File: config.mk
export PLATFORM = sky130hd
export DESIGN_NAME = fat_directory_entry_parser
export DESIGN_NICKNAME = d
export VERILOG_FILES = /design/src/hw/rtl/fdep_pkg.sv /design/src/hw/rtl/fat_directory_entry_parser.sv /design/src/hw/rtl/fdep_capture.sv /design/src/hw/rtl/fdep_out_reg.sv
export SDC_FILE = /design/constraint.sdc
export NUM_CORES = 1
export LEC_CHECK = 0
export BUFFER_PORTS_ARGS = -buffer_cell sky130_fd_sc_hd__buf_4
export CAP_MARGIN = 10
export CORE_MARGIN = 3
export CORE_UTILIZATION = 40
export DETAILED_ROUTE_END_ITERATION = 12
export PLACE_DENSITY = 0.7
export SETUP_SLACK_MARGIN = 0.02
export SYNTH_ARGS = -nofsm -noshare
export SYNTH_HDL_FRONTEND = slang
export SYNTH_SLANG_ARGS = --single-unit
File: constraint.sdc
create_clock -name clk -period 17.2 [get_ports clk]
set_input_delay 3.44 -clock clk [delete_from_list [all_inputs] [get_ports clk]]
set_output_delay 3.44 -clock clk [all_outputs]
set_load 0.05 [all_outputs]
File: src/hw/rtl/fdep_pkg.sv
`timescale 1ns / 1ps

package fdep_pkg;

  // one raw byte of a directory cluster
  typedef struct packed {
    logic [7:0] data_byte;
    logic       cluster_start;
  } in_t;

  // one parsed short-name directory entry
  typedef struct packed {
    logic [63:0] name_base;
    logic [23:0] name_extension;
    logic [7:0]  attribute_bits;
    logic [31:0] start_cluster;
    logic [31:0] byte_size;
  } out_t;

  // capture stage result toward the output register
  typedef struct packed {
    logic emit;
    out_t entry;
  } cap_res_t;

  localparam int unsigned POS_W = 5;

  localparam logic [POS_W-1:0] NAME_BASE_END     = 5'd8;
  localparam logic [POS_W-1:0] NAME_EXT_END      = 5'd11;
  localparam logic [POS_W-1:0] ATTR_OFFSET       = 5'd11;
  localparam logic [POS_W-1:0] CLUSTER_HI_OFFSET = 5'd20;
  localparam logic [POS_W-1:0] CLUSTER_LO_OFFSET = 5'd26;
  localparam logic [POS_W-1:0] SIZE_OFFSET       = 5'd28;
  localparam logic [POS_W-1:0] ENTRY_LAST_BYTE   = 5'd31;

  localparam logic [7:0] LONG_NAME_ATTR = 8'h0F;
  localparam logic [7:0] SPACE_CHAR     = 8'h20;

endpackage

File: src/hw/rtl/fat_directory_entry_parser.sv
`timescale 1ns / 1ps

// Directory entry parser: takes the bytes of a directory cluster, one byte beat
// per cycle, cuts them into 32-byte entries and gives one entry beat for each
// short-name entry (long-name entries with attribute 0x0F and entries whose
// first name byte is zero or a space give nothing). cluster_start on a byte
// makes it byte 0 of a new entry; a partial entry is then dropped. The block
// sustains one byte per cycle: an accepted byte is held in an input register,
// goes through the field capture logic in the next cycle and its entry, if
// any, is loaded into the output register when the byte steps on, so an entry
// passes the input register and then the output register. Only a byte that
// completes an entry waits, and only while the output register still holds an
// entry not yet taken; with entries at most one per 32 bytes a slow consumer
// rarely stalls the byte stream.
module fat_directory_entry_parser (
  input  logic           clk,
  input  logic           rst,
  input  logic           byte_valid,
  output logic           byte_ready,
  input  fdep_pkg::in_t  byte_data,
  output logic           entry_valid,
  input  logic           entry_ready,
  output fdep_pkg::out_t entry_data
);
  import fdep_pkg::*;

  // input register
  logic     held_valid;
  in_t      held_item;

  logic     step;
  logic     out_free;
  cap_res_t res;

  // the held byte moves on unless it completes an entry and the output is full
  assign step       = held_valid && (!res.emit || out_free);
  assign byte_ready = !held_valid || step;

  always_ff @(posedge clk) begin
    if (rst) begin
      held_valid <= 1'b0;
    end else if (byte_ready) begin
      held_valid <= byte_valid;
    end
  end

  always_ff @(posedge clk) begin
    if (byte_ready && byte_valid) begin
      held_item <= byte_data;
    end
  end

  // position counter and field captures
  fdep_capture u_capture (
    .clk  (clk),
    .rst  (rst),
    .step (step),
    .item (held_item),
    .res  (res)
  );

  // result register toward the consumer
  fdep_out_reg u_out_reg (
    .clk         (clk),
    .rst         (rst),
    .load        (step && res.emit),
    .entry       (res.entry),
    .free        (out_free),
    .entry_valid (entry_valid),
    .entry_ready (entry_ready),
    .entry_data  (entry_data)
  );

endmodule

File: src/hw/rtl/fdep_capture.sv
`timescale 1ns / 1ps

module fdep_capture (
  input  logic             clk,
  input  logic             rst,
  input  logic             step,
  input  fdep_pkg::in_t    item,
  output fdep_pkg::cap_res_t res
);
  import fdep_pkg::*;

  logic [POS_W-1:0] entry_position;
  logic [63:0]      base_name_reg;
  logic [23:0]      extension_reg;
  logic [7:0]       attribute_reg;
  logic [15:0]      cluster_high_reg;
  logic [15:0]      cluster_low_reg;
  logic [31:0]      size_reg;

  logic [POS_W-1:0] pos;
  logic [7:0]       name_b;
  logic [63:0]      base_name_next;
  logic [23:0]      extension_next;
  logic [7:0]       attribute_next;
  logic [15:0]      cluster_high_next;
  logic [15:0]      cluster_low_next;
  logic [31:0]      size_next;

  assign pos    = item.cluster_start ? '0 : entry_position;
  assign name_b = (item.data_byte == 8'h00) ? SPACE_CHAR : item.data_byte;

  always_comb begin
    base_name_next    = base_name_reg;
    extension_next    = extension_reg;
    attribute_next    = attribute_reg;
    cluster_high_next = cluster_high_reg;
    cluster_low_next  = cluster_low_reg;
    size_next         = size_reg;
    if (pos < NAME_BASE_END) begin
      base_name_next = {base_name_reg[55:0], name_b};
    end else if (pos < NAME_EXT_END) begin
      extension_next = {extension_reg[15:0], name_b};
    end else if (pos == ATTR_OFFSET) begin
      attribute_next = item.data_byte;
    end else if (pos == CLUSTER_HI_OFFSET) begin
      cluster_high_next[7:0] = item.data_byte;
    end else if (pos == CLUSTER_HI_OFFSET + 5'd1) begin
      cluster_high_next[15:8] = item.data_byte;
    end else if (pos == CLUSTER_LO_OFFSET) begin
      cluster_low_next[7:0] = item.data_byte;
    end else if (pos == CLUSTER_LO_OFFSET + 5'd1) begin
      cluster_low_next[15:8] = item.data_byte;
    end else if (pos >= SIZE_OFFSET) begin
      case (pos[1:0])
        2'd0:    size_next[7:0]   = item.data_byte;
        2'd1:    size_next[15:8]  = item.data_byte;
        2'd2:    size_next[23:16] = item.data_byte;
        2'd3:    size_next[31:24] = item.data_byte;
        default: size_next        = size_reg;
      endcase
    end
  end

  // the last size byte lands in the same step that emits the entry
  always_comb begin
    res.emit = (pos == ENTRY_LAST_BYTE) && (attribute_reg != LONG_NAME_ATTR) &&
               (base_name_reg[63:56] != SPACE_CHAR);
    res.entry.name_base      = base_name_reg;
    res.entry.name_extension = extension_reg;
    res.entry.attribute_bits = attribute_reg;
    res.entry.start_cluster  = {cluster_high_reg, cluster_low_reg};
    res.entry.byte_size      = size_next;
  end

  always_ff @(posedge clk) begin
    if (rst) begin
      entry_position   <= '0;
      base_name_reg    <= '0;
      extension_reg    <= '0;
      attribute_reg    <= '0;
      cluster_high_reg <= '0;
      cluster_low_reg  <= '0;
      size_reg         <= '0;
    end else if (step) begin
      entry_position   <= pos + 5'd1;
      base_name_reg    <= base_name_next;
      extension_reg    <= extension_next;
      attribute_reg    <= attribute_next;
      cluster_high_reg <= cluster_high_next;
      cluster_low_reg  <= cluster_low_next;
      size_reg         <= size_next;
    end
  end

endmodule

File: src/hw/rtl/fdep_out_reg.sv
`timescale 1ns / 1ps

module fdep_out_reg (
  input  logic           clk,
  input  logic           rst,
  input  logic           load,
  input  fdep_pkg::out_t entry,
  output logic           free,
  output logic           entry_valid,
  input  logic           entry_ready,
  output fdep_pkg::out_t entry_data
);
  import fdep_pkg::*;

  logic valid;
  out_t data;

  assign free        = !valid || entry_ready;
  assign entry_valid = valid;
  assign entry_data  = data;

  always_ff @(posedge clk) begin
    if (rst) begin
      valid <= 1'b0;
    end else if (load) begin
      valid <= 1'b1;
    end else if (entry_ready) begin
      valid <= 1'b0;
    end
  end

  always_ff @(posedge clk) begin
    if (load) begin
      data <= entry;
    end
  end

endmodule

Word-level counts from Yosys, hierarchy flattened:

Index checks and enable logic that the tools add are counted.
Widths: inputs -> output; s select.

* $add $sub $neg: 1
* $mul: 0
* div/mod/pow operators: 0
* $lt $le $gt $ge: 3
* eq/ne operators: 11
* shift-type cells: 0
* multiplexer cells: 16
* bitwise gates (word level): 6
* reductions and logical operators: 21

Operators with widths (number)
* $mux 32: 8
* $mux 8: 5
* $eq 5x5->1 const B: 5
* $lt 5x4->1 const B: 2
* $logic_not 8->1: 1
* $ne 8x4->1 const B: 1
* $ne 8x6->1 const B: 1
* $reduce_and 8->1: 1
* $reduce_and 7->1: 1
* $not 1->1: 6
* $reduce_and 6->1: 1
* $add 5x1->5 const B: 1
* $eq 5x4->1 const B: 1
* $ge 5x5->1 const B: 1
* $logic_and 1x1->1: 5
* $mux 5: 1
* $reduce_and 5->1: 1
* $eq 2x2->1 const B: 2
* $reduce_and 4->1: 1
* $logic_not 1->1: 3
* $logic_or 1x1->1: 3
* $reduce_and 3->1: 1
* $eq 2x1->1 const B: 1
* $logic_not 2->1: 1
* 3 further kinds: 4

* bits in registers: 336
* bits in latches: 0
* bits in writable memories: 0
* bits in read-only memories: 0
* input port bits: 13
* output and inout port bits: 162
* logic and storage cells: 76
* memories: 0

Logic depth before layout (Yosys ltp):

* depth in word-level cells: 11
* mapped depth: 13
* gate-level depth less buffers: 9

Modules after synthesis:

From an unflattened synthesis, not the netlist that was laid out.

* cells, all modules: 959
* area total of the unflattened synthesis: 12460.7 um2

By module, submodules not included
* fdep_capture: times used 1, cells an instance 778, area an instance 7259.5 um2, seq. area each 3303.2 um2
* fdep_out_reg: times used 1, cells an instance 164, area an instance 4850.9 um2, seq. area each 4824.6 um2
* fat_directory_entry_parser: times used 1, cells an instance 17, area an instance 350.3 um2, seq. area each 290.3 um2

Worst setup path after synthesis:

Ideal clock, no wire load.

* kind: input to register
* from: input port entry_ready
* to: register u_out_reg.data, in the netlist u_out_reg.entry_data[0] (enable)
* library setup time: 698 ps
* arrival time: 10609 ps
* required time: 16502 ps
* slack: 5893 ps
* stages on the path: 2
* buffers on the path: 0
* path through: nand2b_1 > nor2b_1

* word-level cells in the longest chain between the ends: 4

RTL lines
* from (decl): RTL line fat_directory_entry_parser.sv:22 `input logic entry_ready,`
* $logic_or 1x1->1: RTL line fdep_out_reg.sv:18 `assign free = !valid || entry_ready;`
* $logic_or 1x1->1: RTL line fat_directory_entry_parser.sv:36 `assign step = held_valid && (!res.emit || out_free);`
* $logic_and 1x1->1: RTL line fat_directory_entry_parser.sv:36
* $logic_and 1x1->1: RTL line fat_directory_entry_parser.sv:66 `.load (step && res.emit),`
* named net u_out_reg.load: RTL line fdep_out_reg.sv:6 `input logic load,`
* to (signal assigned): RTL line fdep_out_reg.sv:34 `data <= entry;`
* to (decl): RTL line fdep_out_reg.sv:16 `out_t data;`

The timed path passes the listed nets, and every way through them passes these cells.
A chain may end at the register's enable or synchronous reset.

Final worst setup path:

* from: input port entry_ready
* to: output port byte_ready

* word-level cells in the longest chain between the ends: 4

RTL lines
* $logic_or 1x1->1: RTL line fdep_out_reg.sv:18
* $logic_or 1x1->1: RTL line fat_directory_entry_parser.sv:36
* $logic_and 1x1->1: RTL line fat_directory_entry_parser.sv:36
* $logic_or 1x1->1: RTL line fat_directory_entry_parser.sv:37 `assign byte_ready = !held_valid || step;`
* to (decl): RTL line fat_directory_entry_parser.sv:19 `output logic byte_ready,`

No other way between the ends.

==> impl_results.md <==
* Row count at 62
* CTS Buf Count at 34
* Worst EP required at 13.76 ns
* Root Buffer: clkbuf_16
* Port bufs at 174
* # IOs at 175
* Yosys Warn Count at 0
* Vias at 7563
* RSZ-0062 raised after global routing: false
* Crit. Startpoint: entry_ready
* CP dominant cell by count: buf_4
* Hold Crit Class: reg -> reg
* Core area at 28940 um^2
* H-tree depth at 2
* Antenna violation net count after detailed routing at 0
* Power density over cell area at 109.7 nW/um^2
* Footprint of the multi-input gates at 3164 um^2
* Reg area at 8418 um^2
* Synthesized Nets at 958
* Synthesized area per cell at 12.58 um^2
* Clk_lat worst skew at 0.50 ns
* VDD IR-drop max at 64.70 uV
* Vias in the first global route at 7137
* Hold_sp: u_capture.extension_reg[13]
* Worst Tran Pin Value at 1.046 ns
* Prevailing post-synth register cell: edfxtp_1
* Final setup viols at 0
* F_max at 119.1 MHz
* Number of iterations in the first detailed-routing pass at 5
* Number of synthesized flops with an enable pin at 169
* CTS tree: yes
* Synth Register Bits at 336
* Seq pwr share at 53.1%
* N_diodes at 0
* CP max-delay cell: a21oi_1
* Area leader, netlist: edfxtp_1
* Comb power frac at 1.7%
* Setup TNS at 0 ns
* Num Clock Sinks at 336
* Top cells by area in the synthesized netlist: edfxtp_1 43%, dfxtp_1 28%, nand2_1 5.4%, a21oi_1 4.5%, mux2_2 3.1%
* Hold Buf Count CTS at 0
* Hpwl dp at 15740 um
* Sequential share of the synthesized area at 71.20%
* CP Launch Type: primary input
* Largest net degree at the start of global routing at 100
* Clock transition at path regs at 0.06 ns
* Fin cells at 1506
* Most frequent cells after synthesis: 170 x nand2_1, 169 x edfxtp_1, 167 x dfxtp_1
* Routed len/inst at 17.10 um
* DR iter-0 viols at 519
* Share of the synthesized area in the top cell type at 42.92%
* Initial antenna violation count at 0
* Max Root-Sink Buffers at 3
* Worst path max stage delay at 0.66 ns
* Synth cell types at 40
* Internal portion of total power at 0.001277 W
* Minimum clock period at 8.393 ns
* NetSw at 0.0003163 W
* Worst path cell trace: buf_4, nand2b_1, a21oi_1, nand3_1, buf_4
* Most common cell in the netlist: nand2_1
* Max-cap viol count at 0
* Die boundary height at 177.9 um
* CTS resizes at 0
* Global-route wire length before repair at 39300 um
* Layout Skew at 0.01505 ns
* Worst Setup End Kind: output port
* Post-Syn Area at 11820 um^2
* Dpl cells at 1445
* Post-CTS setup repair buffer count at 0
* Largest fanout on the critical path at 8
* Sw frac at 19.85%
* Starting Density at 40.86%
* Outcome: complete, no violations
* Gate Count Post-Synth at 940
* Pleak at 4.998 nW
* Die footprint at 31660 um^2
* Fillers at 2507
* Total wire length at 25760 um
* Vias per cell at 5.022
* Share of flip-flops with an asynchronous set or reset at 0%
* Reg-to-reg critical path startpoint: held_item[0]
* Die width at 177.9 um
* Layout cells sized above 1 at 24.06%
* Post-route DRC at 0
* Max-Slew Margin vs Limit at 29.79%
* Final Cycle Share at 48.80%
* Hold Vio Cnt, Final at 0
* Worst Setup Path Type: in -> out
* Grt total ovfl at 0
* WP data arrival at 4.95 ns
* Area growth from synthesis to layout at 22.84%
* Nets at 1115
* Slew Limit Fails at 0
* Total global routing track utilization at 15.72%
* Clock power frac at 45.2%
* Max reg flops at 160
* Global placement routability congestion at 0.7741
## cell families after synthesis
logic type	synth area share (%)
adders and majority gates	0.5291
buffers and inverters	2.339
and+or+nand+nor	11.83
AOI/OAI and AO/OA	8.339
DFF	71.20
muxes	5.767
## layer usage
layer	part of all wire (%)	up-vias	global-route usage (%)
li1	-	3630	-
met1	45	3647	21.93
met2	47	238	25.19
met3	5.8	48	2.332
met4	2.6	0	5.301
met5	0	-	0
## cells in the final DEF, fill, tap and decap left out, types with 6 or more instances in the layout
cell type,synthesis,layout
a21oi_1,107,107
buf_4,8,181
clkbuf_1,49,9
clkbuf_16,0,35
clkinv_1,0,7
dfxtp_1,167,167
edfxtp_1,169,169
mux2_2,33,33
mux2i_1,31,31
nand2_1,170,170
nand2b_1,44,44
nand3_1,8,8
nand3b_1,33,33
nor2_1,6,6
o21ai_0,65,65
## metrics by stage
stage           power, W  setup WS [ns]  util, %  instance area (um^2)  hold slack [ns]
2_1_floorplan  0.0008782          5.893        -                 11820           0.4087
3_3_place_gp   0.0008896          8.836    46.42                 13430           0.4143
3_5_place_dp   0.0008900          8.832    46.42                 13430           0.4157
4_1_cts         0.001610          8.813    50.19                 14520           0.4258
5_1_grt         0.001641          8.672    50.19                 14520           0.4375
6_report        0.001593          8.807    50.19                 14520           0.4224
## layout make-up
type                    instances  area share (%)
clock buffers                  47           6.547
well taps                     384           3.308
multi-input cells             541           21.79
inverters                       3         0.07753
flip-flops and latches        336           57.96
clock inverters                14          0.9649
repair buffers                181           9.356
## critical path: cells and delay by family
family | cells | cell delay [ns]
AOI/OAI and AO/OA | 1 | 0.66
and+or+nand+nor | 2 | 0.47
buffers and inverters | 2 | 0.39
## worst paths after layout
kind	slack, ns	cells after the start	end
worst max-delay path	8.81	5	byte_ready
worst min-delay path	0.42	0	u_out_reg.entry_data[85]
worst max register to register	13.08	8	u_out_reg.entry_data[101]
worst min register to register	0.42	0	u_out_reg.entry_data[85]
## power by group through the flow
| stage | sequential, W | combinational [W] | clock, W |
|---|---|---|---|
| after floorplan | 0.000856 | 0.0000221 | 0 |
| after global placement | 0.000863 | 0.0000265 | 0 |
| after detailed placement | 0.000863 | 0.0000267 | 0 |
| after CTS | 0.000846 | 0.0000267 | 0.000737 |
| after global routing | 0.000846 | 0.0000290 | 0.000765 |
| final | 0.000846 | 0.0000264 | 0.000721 |
Power figures use the tool's default switching activity.
